$ cat src/i2cras_pkg.sv
`timescale 1ns / 1ps

package i2cras_pkg;

    // Opcodes of an input word
    localparam logic [1:0] OP_READ  = 2'd0;
    localparam logic [1:0] OP_WRITE = 2'd1;
    localparam logic [1:0] OP_DONE  = 2'd2;
    localparam logic [1:0] OP_TICK  = 2'd3;

    // Commands issued to the byte engine
    localparam logic [2:0] CMD_NONE   = 3'd0;
    localparam logic [2:0] CMD_START  = 3'd1;
    localparam logic [2:0] CMD_RSTART = 3'd2;
    localparam logic [2:0] CMD_SEND   = 3'd3;
    localparam logic [2:0] CMD_RECV   = 3'd4;
    localparam logic [2:0] CMD_NACK   = 3'd5;
    localparam logic [2:0] CMD_STOP   = 3'd6;

    // Sequencer phases
    localparam logic [3:0] PH_IDLE   = 4'd0;
    localparam logic [3:0] PH_START  = 4'd1;
    localparam logic [3:0] PH_ADDR_W = 4'd2;
    localparam logic [3:0] PH_REG    = 4'd3;
    localparam logic [3:0] PH_DATA   = 4'd4;
    localparam logic [3:0] PH_RSTART = 4'd5;
    localparam logic [3:0] PH_ADDR_R = 4'd6;
    localparam logic [3:0] PH_RECV   = 4'd7;
    localparam logic [3:0] PH_NACK   = 4'd8;
    localparam logic [3:0] PH_STOP   = 4'd9;

    // Transaction outcomes
    localparam logic [1:0] FAIL_NONE    = 2'd0;
    localparam logic [1:0] FAIL_NACK    = 2'd1;
    localparam logic [1:0] FAIL_TIMEOUT = 2'd2;

    localparam logic [15:0] RECEIVE_TIMEOUT_RESET = 16'd10000;

    typedef struct packed {
        logic [1:0] opcode;
        logic [6:0] device_address;
        logic [7:0] register_index;
        logic [7:0] write_value;
        logic       nack_seen;
        logic [7:0] received_byte;
    } in_word_t;

    typedef struct packed {
        logic [2:0] command;
        logic [7:0] command_byte;
        logic       finished;
        logic [7:0] read_result;
        logic [1:0] outcome;
    } out_word_t;

    typedef struct packed {
        logic [3:0]  phase;
        logic        is_read;
        logic [6:0]  held_address;
        logic [7:0]  held_register;
        logic [7:0]  held_data;
        logic [15:0] wait_count;
        logic [7:0]  captured_byte;
        logic [1:0]  failure_kind;
    } seq_state_t;

endpackage

$ cat src/i2cras_step.sv
`timescale 1ns / 1ps

// Next-state and result logic for one input word
module i2cras_step
    import i2cras_pkg::*;
(
    input  seq_state_t  state_cur,
    input  in_word_t    word_in,
    input  logic [15:0] receive_timeout,
    output seq_state_t  state_next,
    output out_word_t   word_out
);

    always_comb begin
        state_next = state_cur;
        word_out   = '0;

        if (state_cur.phase == PH_IDLE || state_cur.phase > PH_STOP) begin
            // idle: latch a new request
            state_next.phase = PH_IDLE;
            if (word_in.opcode == OP_READ || word_in.opcode == OP_WRITE) begin
                state_next.is_read       = (word_in.opcode == OP_READ);
                state_next.held_address  = word_in.device_address;
                state_next.held_register = word_in.register_index;
                state_next.held_data     = word_in.write_value;
                state_next.captured_byte = '0;
                state_next.failure_kind  = FAIL_NONE;
                state_next.wait_count    = '0;
                state_next.phase         = PH_START;
                word_out.command         = CMD_START;
            end
        end else if (word_in.opcode == OP_TICK) begin
            // timeout countdown only while waiting for the received byte
            if (state_cur.phase == PH_RECV) begin
                if (state_cur.wait_count <= 16'd1) begin
                    state_next.wait_count   = '0;
                    state_next.failure_kind = FAIL_TIMEOUT;
                    state_next.phase        = PH_STOP;
                    word_out.command        = CMD_STOP;
                end else begin
                    state_next.wait_count = state_cur.wait_count - 16'd1;
                end
            end
        end else if (word_in.opcode == OP_DONE) begin
            unique case (state_cur.phase)
                PH_START: begin
                    word_out.command      = CMD_SEND;
                    word_out.command_byte = {state_cur.held_address, 1'b0};
                    state_next.phase      = PH_ADDR_W;
                end
                PH_ADDR_W: begin
                    if (word_in.nack_seen) begin
                        state_next.failure_kind = FAIL_NACK;
                        state_next.phase        = PH_STOP;
                        word_out.command        = CMD_STOP;
                    end else begin
                        word_out.command      = CMD_SEND;
                        word_out.command_byte = state_cur.held_register;
                        state_next.phase      = PH_REG;
                    end
                end
                PH_REG: begin
                    if (word_in.nack_seen) begin
                        state_next.failure_kind = FAIL_NACK;
                        state_next.phase        = PH_STOP;
                        word_out.command        = CMD_STOP;
                    end else if (state_cur.is_read) begin
                        word_out.command = CMD_RSTART;
                        state_next.phase = PH_RSTART;
                    end else begin
                        word_out.command      = CMD_SEND;
                        word_out.command_byte = state_cur.held_data;
                        state_next.phase      = PH_DATA;
                    end
                end
                PH_DATA: begin
                    state_next.failure_kind = word_in.nack_seen ? FAIL_NACK : FAIL_NONE;
                    state_next.phase        = PH_STOP;
                    word_out.command        = CMD_STOP;
                end
                PH_RSTART: begin
                    word_out.command      = CMD_SEND;
                    word_out.command_byte = {state_cur.held_address, 1'b1};
                    state_next.phase      = PH_ADDR_R;
                end
                PH_ADDR_R: begin
                    if (word_in.nack_seen) begin
                        state_next.failure_kind = FAIL_NACK;
                        state_next.phase        = PH_STOP;
                        word_out.command        = CMD_STOP;
                    end else begin
                        word_out.command      = CMD_RECV;
                        state_next.wait_count = receive_timeout;
                        state_next.phase      = PH_RECV;
                    end
                end
                PH_RECV: begin
                    // byte arrived: capture it even on the last tick count
                    state_next.captured_byte = word_in.received_byte;
                    word_out.command         = CMD_NACK;
                    state_next.phase         = PH_NACK;
                end
                PH_NACK: begin
                    state_next.failure_kind = FAIL_NONE;
                    state_next.phase        = PH_STOP;
                    word_out.command        = CMD_STOP;
                end
                default: begin
                    // stop done: report the transaction
                    word_out.finished = 1'b1;
                    word_out.outcome  = state_cur.failure_kind;
                    if (state_cur.is_read && state_cur.failure_kind == FAIL_NONE) begin
                        word_out.read_result = state_cur.captured_byte;
                    end
                    state_next.phase = PH_IDLE;
                end
            endcase
        end
    end

endmodule

$ cat src/i2c_register_access_sequencer_core.sv
`timescale 1ns / 1ps

// Channel   Ports                        Direction  Word
// input     s_valid, s_ready, s_word     in         in_word_t (opcode, address, data, status)
// result    m_valid, m_ready, m_word     out        out_word_t (command, completion)
// config    cfg_we, cfg_wdata            in         receive_timeout, 16 bits
//
// Each input word gives exactly one result word: the word sits in the input register and passes
// through the step logic into the result register. Throughput is one word per cycle while the
// result register is not stalled; the sequencer state updates as a word leaves the input register.
// aresetn is synchronous, active low; it returns the sequencer to idle and the timeout to 10000.
// A stalled result register holds the input register, and s_ready drops only when both are full.

module i2c_register_access_sequencer_core
    import i2cras_pkg::*;
(
    input  logic        aclk,
    input  logic        aresetn,

    input  logic        s_valid,
    output logic        s_ready,
    input  in_word_t    s_word,

    output logic        m_valid,
    input  logic        m_ready,
    output out_word_t   m_word,

    input  logic        cfg_we,
    input  logic [15:0] cfg_wdata
);

    logic        in_valid_reg;
    in_word_t    in_word_reg;
    logic        out_valid_reg;
    out_word_t   out_word_reg;
    seq_state_t  state_reg;
    seq_state_t  state_next;
    out_word_t   out_word_next;
    logic [15:0] timeout_reg;
    logic        out_free;
    logic        advance;

    // pipeline flow control
    assign out_free = !out_valid_reg || m_ready;
    assign advance  = in_valid_reg && out_free;
    assign s_ready  = !in_valid_reg || advance;
    assign m_valid  = out_valid_reg;
    assign m_word   = out_word_reg;

    i2cras_step u_step (
        .state_cur       (state_reg),
        .word_in         (in_word_reg),
        .receive_timeout (timeout_reg),
        .state_next      (state_next),
        .word_out        (out_word_next)
    );

    // input register
    always_ff @(posedge aclk) begin
        if (!aresetn) begin
            in_valid_reg <= 1'b0;
        end else if (s_ready) begin
            in_valid_reg <= s_valid;
        end
        if (s_valid && s_ready) begin
            in_word_reg <= s_word;
        end
    end

    // result register
    always_ff @(posedge aclk) begin
        if (!aresetn) begin
            out_valid_reg <= 1'b0;
        end else if (out_free) begin
            out_valid_reg <= in_valid_reg;
        end
        if (advance) begin
            out_word_reg <= out_word_next;
        end
    end

    // sequencer state; all-zero is idle
    always_ff @(posedge aclk) begin
        if (!aresetn) begin
            state_reg <= '0;
        end else if (advance) begin
            state_reg <= state_next;
        end
    end

    // timeout register
    always_ff @(posedge aclk) begin
        if (!aresetn) begin
            timeout_reg <= RECEIVE_TIMEOUT_RESET;
        end else if (cfg_we) begin
            timeout_reg <= cfg_wdata;
        end
    end

    // checks
    a_phase_range: assert property (@(posedge aclk) disable iff (!aresetn)
        state_reg.phase <= PH_STOP)
        else $error("sequencer phase out of range");

    a_finished_quiet: assert property (@(posedge aclk) disable iff (!aresetn)
        m_valid && m_word.finished |-> m_word.command == CMD_NONE)
        else $error("completion word carries a command");

    a_outcome_with_finished: assert property (@(posedge aclk) disable iff (!aresetn)
        m_valid && m_word.outcome != FAIL_NONE |-> m_word.finished)
        else $error("outcome reported without completion");

    a_ready_only_when_full: assert property (@(posedge aclk) disable iff (!aresetn)
        !s_ready |-> in_valid_reg && out_valid_reg && !m_ready)
        else $error("input stalled with room in the pipeline");

endmodule

$ cat config.mk
export PLATFORM = sky130hd
export DESIGN_NAME = i2c_register_access_sequencer_core
export DESIGN_NICKNAME = d
export VERILOG_FILES = /design/src/i2cras_pkg.sv /design/src/i2cras_step.sv /design/src/i2c_register_access_sequencer_core.sv
export SDC_FILE = /design/constraint.sdc
export NUM_CORES = 1
export LEC_CHECK = 0
export BUFFER_PORTS_ARGS = -buffer_cell sky130_fd_sc_hd__clkbuf_2
export CAP_MARGIN = 20
export CORE_MARGIN = 2
export CORE_UTILIZATION = 50
export CTS_CLUSTER_DIAMETER = 40
export CTS_CLUSTER_SIZE = 12
export DETAILED_ROUTE_END_ITERATION = 16
export GPL_TIMING_DRIVEN = 0
export PLACE_DENSITY = 0.71
export SYNTH_ARGS = -nofsm -noshare
export SYNTH_HDL_FRONTEND = slang
export SYNTH_SLANG_ARGS = --single-unit
export TNS_END_PERCENT = 30
$ cat constraint.sdc
create_clock -name aclk -period 2.8 [get_ports aclk]
set_clock_uncertainty 0.05 [all_clocks]
set_input_delay 0.14 -clock aclk [delete_from_list [all_inputs] [get_ports aclk]]
set_output_delay 0.14 -clock aclk [all_outputs]
set_load 0.1 [all_outputs]
## Yosys cells after proc, flatten, opt, wreduce, memory -nomap -nowiden

Cells that the tools add are included.

- Flip-flop bits (word level): 128
- Bits of input ports: 55
- Output and inout bits: 24

- Eq/ne operators: 17
- Add/sub/neg operators: 1
- $lt $le $gt $ge: 2
- Reductions and logical operators: 29
- Mux-type cells: 43
- Bitwise operators: 2

Operators with widths:

| kind | number |
|---|---|
| 2-to-1 mux 16 bit | 5 |
| 2-to-1 mux 26 bit | 2 |
| 2-to-1 mux 51 bit | 1 |
| 2-to-1 mux 8 bit | 6 |
| 2-to-1 mux 4 bit | 8 |
| one-hot mux 8 bit (4 select lines) | 1 |
| one-hot mux 4 bit (7 select lines) | 1 |
| 2-to-1 mux 22 bit | 1 |
| 2-to-1 mux 3 bit | 6 |
| one-hot mux 3 bit (6 select lines) | 1 |
| equality test 4 x 3 -> 1 bit (second input constant) | 4 |
| less-or-equal comparator 16 x 1 -> 1 bit (second input constant) | 1 |
| subtractor 16 x 1 -> 16 bit (second input constant) | 1 |
| OR reduction 12 bit | 1 |
| 2-to-1 mux 11 bit | 1 |
| OR reduction 11 bit | 1 |
| 2-to-1 mux 2 bit | 5 |
| equality test 4 x 2 -> 1 bit (second input constant) | 2 |
| OR reduction 8 bit | 1 |
| AND reduction 7 bit | 1 |
| != test 3 x 2 -> 1 bit (second input constant) | 2 |
| one-hot mux 2 bit (3 select lines) | 1 |
| AND reduction 6 bit | 1 |
| nonzero test 3 bit | 2 |
| other kinds (23) | 38 |

## Longest topological paths before layout

- Depth in word-level cells: 7
- Mapped depth: 8
- Gate-level depth less buffers: 7

## Modules after synthesis

Synthesis repeated with hierarchy kept, for this count alone.

- Cell total of the unflattened synthesis: 696
- Area total of the unflattened synthesis: 6476.2 µm²

By module, submodules not included:

| module | cells an instance | sequential area each (µm²) | area an instance (µm²) | times used |
|---|---|---|---|---|
| i2c_register_access_sequencer_core | 351 | 3123.0 | 4570.6 | 1 |
| i2cras_step | 345 | 0.0 | 1905.6 | 1 |

## Worst setup path after synthesis

No wires, ideal clock.

- Kind: register to register
- From: register out_valid_reg, in the netlist m_valid
- To: register in_word_reg[0] in the netlist's numbering, enable pin
- Cell stages (with the launch flop): 4
- Setup slack: -0.250 ns
- Clock period less this slack: 3.050 ns
- Library setup time: 0.415 ns
- Data arrival time: 2.585 ns
- Path buffers: 0
- Cells stage by stage: dfxtp_1 nor2b_1 nand2_1 and2_1

- Word-level cells in the longest chain between the ends: 5

Ends and longest elaborated chain:

| what | RTL line | RTL |
|---|---|---|
| from (decl) | i2c_register_access_sequencer_core.sv:34 | `logic out_valid_reg;` |
| from (signal assigned) | i2c_register_access_sequencer_core.sv:75 | `out_valid_reg <= in_valid_reg;` |
| zero test 1 bit | i2c_register_access_sequencer_core.sv:44 | `assign out_free = !out_valid_reg \|\| m_ready;` |
| logical OR 1 bit | i2c_register_access_sequencer_core.sv:44 |  |
| logical AND 1 bit | i2c_register_access_sequencer_core.sv:45 | `assign advance = in_valid_reg && out_free;` |
| logical OR 1 bit | i2c_register_access_sequencer_core.sv:46 | `assign s_ready = !in_valid_reg \|\| advance;` |
| net s_ready | i2c_register_access_sequencer_core.sv:21 | `output logic s_ready,` |
| logical AND 1 bit | i2c_register_access_sequencer_core.sv:65 | `if (s_valid && s_ready) begin` |
| to (signal assigned) | i2c_register_access_sequencer_core.sv:66 | `in_word_reg <= s_word;` |
| to (decl) | i2c_register_access_sequencer_core.sv:33 | `in_word_t in_word_reg;` |

The timed path passes the listed nets, and every way through them passes these cells.
A chain may end at the register's enable or synchronous reset.

## Worst setup path in the final report

- From: register state_reg[52] in the netlist's numbering
- To: register state_reg[23] in the netlist's numbering

- Word-level cells in the longest chain between the ends: 4
- Elaborated cells on any way between the ends: 12
- Those cells by class: order compare (1); eq/ne (5); mux (1); reduce/logical (5)

Ends and longest elaborated chain:

| what | RTL line | RTL |
|---|---|---|
| from (decl) | i2c_register_access_sequencer_core.sv:36 | `seq_state_t state_reg;` |
| from (signal assigned) | i2c_register_access_sequencer_core.sv:87 | `state_reg <= state_next;` |
| > comparator 4 bit or zero test 4 bit (tied branches) | i2cras_step.sv:18 | `if (state_cur.phase == PH_IDLE \|\| state_cur.phase > PH_STOP) begin` |
| logical OR 1 bit | i2cras_step.sv:18 |  |
| != test 3 x 1 -> 1 bit (no source line), or another cell as far along | - |  |
| AND reduction 6 bit (no source line) | - |  |

Parallel ways exist; a longest one is shown, timed or not.

==> flow_summary_export.csv <==
group,metric,value,unit
job,cap_violations,0,
floorplan,core_area,10800,µm²
routing,drtPass1Iterations,7,
synth,synth_cells,533,
hold_path,min_delay_path_depth,3,
sta,tightest_slew,0.847,ns
routing,via_per_inst,5.68,
global_routing,grt_pass1_wl,22000,µm
clock_network,cts_root_buffer,"clkbuf_8",
routing,vias,4747,
synth,ys.flop_type,"dfxtp_1",
hold_path,hp-start,"cfg_we",
clock_network,clock-sinks,128,
synth,avgSynthCellArea,10.4,µm²
sta,hold_viol,0,
floorplan,io_pins,79,
power,clockPowerShare,0.455,
sta,period_share,0.908,
setup_path,r2r_start,"state_reg[52]$_SDFFE_PN0P_",
placed_design,io_buffers,76,
placed_design,dp_hpwl,8810,µm
power,power,0.00498,W
power,switching_share,0.254,
clock_network,h-tree-depth,4,
sta,drv_slew,0,
final_layout,area_growth,31.4,%
final_layout,antenna_cells,0,
placed_design,dp_slack,0.172,ns
placed_design,routabilityCongestion,0.907,
synth,synth_area,5520,µm²
final_layout,largest_register_ffs,54,
synth,synthesis.nets,590,
floorplan,die_y,109,µm
clock_network,worstSkewPairLatency,0.54,ns
global_routing,grtUsageTotal,0.246,
clock_network,cts_buffers,17,
routing,drt-wirelength-per-cell,16.2,µm
power,combinationalPowerShare,0.126,
power,ir_worst_vdd,755,µV
power,p_per_area,686,nW/µm²
routing,first_iter_violations,397,
setup_path,r2r-end,"state_reg[23]$_SDFFE_PN0P_",
setup_path,crit_path_max_fanout,10,
sta,setup_viol,0,
sta,maxSlewHeadroom,0.434,
synth,synth_edf_count,56,
setup_path,r2r_cells,7,
final_layout,final_nets,740,
routing,wl,13500,µm
floorplan,start_util,0.511,
sta,setup_slack,0.258,ns
clock_network,cts_setup_buffers,0,
global_routing,grt_overflow,0,
power,p_sw,0.00126,W
outcome,outcome,"finished, final reports clean",
global_routing,antenna_found_initial,0,
global_routing,grt_pass1_vias,4535,
floorplan,die_area,11900,µm²
synth,yosysSeqAreaShare,0.566,
final_layout,final_layout_size_suffix_gt1_frac,0.194,
global_routing,grt_max_degree,32,
hold_path,hold_end,"timeout_reg[1]$_SDFFE_PN0P_",
setup_path,crit_path_start_kind,"register",
setup_path,crit_type,"register to register",
synth,yosysUniqueCellTypes,65,
sta,max_freq,0.393,GHz
setup_path,rrSetupSlack,0.26,ns
synth,synthArstFlopShare,0,
floorplan,die_w,109,µm
routing,ant_nets,0,
setup_path,critPathArrivalTime,2.97,ns
sta,holdWs,0.0599,ns
sta,period_minus_slack,2.54,ns
power,p_leak,2.82,nW
power,intPower,0.00371,W
clock_network,clk_pin_slew_worst_paths,0.06,ns
setup_path,required,3.23,ns
clock_network,clockBufferDepth,2,
floorplan,fp-row-count,38,
power,seq_power_share,0.419,
sta,rsz0062_at_grt,"no",
setup_path,crit_path_end_kind,"register",
routing,drc,0,
hold_path,min-delay-path-class,"primary input to register",
synth,yosys_warnings,0,
clock_network,cts_tree,"yes",
synth,synth-seq-cells,128,
-- synth_stat cells (all sizes together) (4+ instances only) --
master	instances	area (µm²)
nand2	76	285
buf	6	30.0
a22oi	8	65.1
a211oi	9	72.6
mux2i	16	160
nor3	10	60.1
o211a	9	90.1
dfxtp	72	1440
a222oi	7	70.1
and2	13	81.3
o311ai	5	43.8
o311a	4	40.0
clkbuf	27	101
edfxtp	56	1680
o32ai	7	61.3
nor4	5	61.3
or4	5	48.8
and3	5	31.3
nand2b	7	43.8
nor2	43	161
inv	11	41.3
nand3	13	65.1
o21ai	20	100
a21oi	48	240
-- kinds of logic after synthesis --
logic type | share of synthesized area
fa+ha+maj | 0.00453
simple gates | 0.183
buf+inv | 0.0313
flops | 0.566
compound gates | 0.184
mux | 0.0311
-- per-layer routing --
metal | routed length (µm) | GRT usage | vias up | share of wire
li1 | - | - | 2285 | -
met1 | 5740 | 0.302 | 2279 | 0.42
met2 | 6720 | 0.399 | 154 | 0.50
met3 | 729 | 0.0699 | 29 | 0.054
met4 | 318 | 0.117 | 0 | 0.024
met5 | 0 | 0 | - | 0
-- cells in the final DEF, fill, tap and decap left out, types with 4 or more instances in the layout --
| cell type | netlist | final |
|---|---|---|
| a211oi_1 | 8 | 8 |
| a21oi_1 | 48 | 48 |
| a222oi_1 | 7 | 7 |
| a22oi_1 | 7 | 7 |
| and2_1 | 13 | 13 |
| and3_1 | 5 | 5 |
| buf_2 | 6 | 6 |
| bufinv_16 | 0 | 4 |
| clkbuf_1 | 27 | 26 |
| clkbuf_16 | 0 | 16 |
| clkbuf_2 | 0 | 78 |
| dfxtp_1 | 72 | 71 |
| dlygate4sd3_1 | 0 | 54 |
| edfxtp_1 | 56 | 56 |
| inv_1 | 11 | 11 |
| mux2i_1 | 16 | 16 |
| nand2_1 | 76 | 76 |
| nand2b_1 | 7 | 7 |
| nand3_1 | 13 | 13 |
| nor2_1 | 43 | 43 |
| nor3_1 | 8 | 8 |
| o211a_1 | 9 | 9 |
| o21ai_0 | 18 | 18 |
| o311a_1 | 4 | 4 |
| o311ai_0 | 5 | 5 |
| o32ai_1 | 7 | 7 |
-- worst max-delay path: stages, from the launching register on --
cell,delay [ns]
dfxtp_1,0.34
clkbuf_1,0.21
o21ai_0,0.45
nand3_1,0.24
a31o_2,0.32
buf_2,0.21
o311ai_0,0.45
o211a_1,0.21
-- power groups by stage --
stage	clock [W]	sequential (W)	combinational, W
4_1_cts	0.00228	0.00208	0.000620
3_5_place_dp	0	0.00212	0.000558
2_1_floorplan	0	0.00220	0.000322
5_1_grt	0.00239	0.00209	0.000683
6_report	0.00227	0.00208	0.000628
3_3_place_gp	0	0.00212	0.000542
-- stage by stage --
step                instance area, µm²  TNS [ns]  std cells  utilization
floorplan                         5520         0        533            -
CTS                               7250         0        836        0.672
detailed placement                6110         0        750        0.566
global placement                  6080     -4.32        749        0.563
global route                      7250         0        836        0.672
finish                            7250         0        836        0.672
-- repair_timing --
action / CTS / global route
hold endpoints to repair: 55 / 0
hold buffers: 54 / 0
resized for setup: 0 / 2
setup endpoints to repair: 0 / 1
-- layout make-up --
type	count	area, µm²
clock buffer	18	418
multi-input combinational	361	2220
fill	834	3540
inverter	11	41.3
sequential	128	3120
clock inverter	14	189
timing repair buffer	131	948
buffer	33	134
tap	140	175
-- worst max path at each step --
stage / endpoint / start / slack (ns) / depth (start not counted)
global route: m_word[19]$_DFFE_PP_ / in_word_reg[8]$_DFFE_PP_ / 0.04 / 6
detailed placement: state_reg[23]$_SDFFE_PN0P_ / in_word_reg[33]$_DFFE_PP_ / 0.17 / 8
CTS: state_reg[23]$_SDFFE_PN0P_ / in_word_reg[33]$_DFFE_PP_ / 0.12 / 8
finish: state_reg[23]$_SDFFE_PN0P_ / state_reg[52]$_SDFFE_PN0P_ / 0.26 / 7
floorplan: in_word_reg[0]$_DFFE_PP_ / m_valid$_SDFFE_PN0P_ / 0.02 / 3
global placement: state_reg[12]$_SDFFE_PN0P_ / in_valid_reg$_SDFFE_PN0N_ / -0.32 / 5
(Power assumes the default switching activity.)
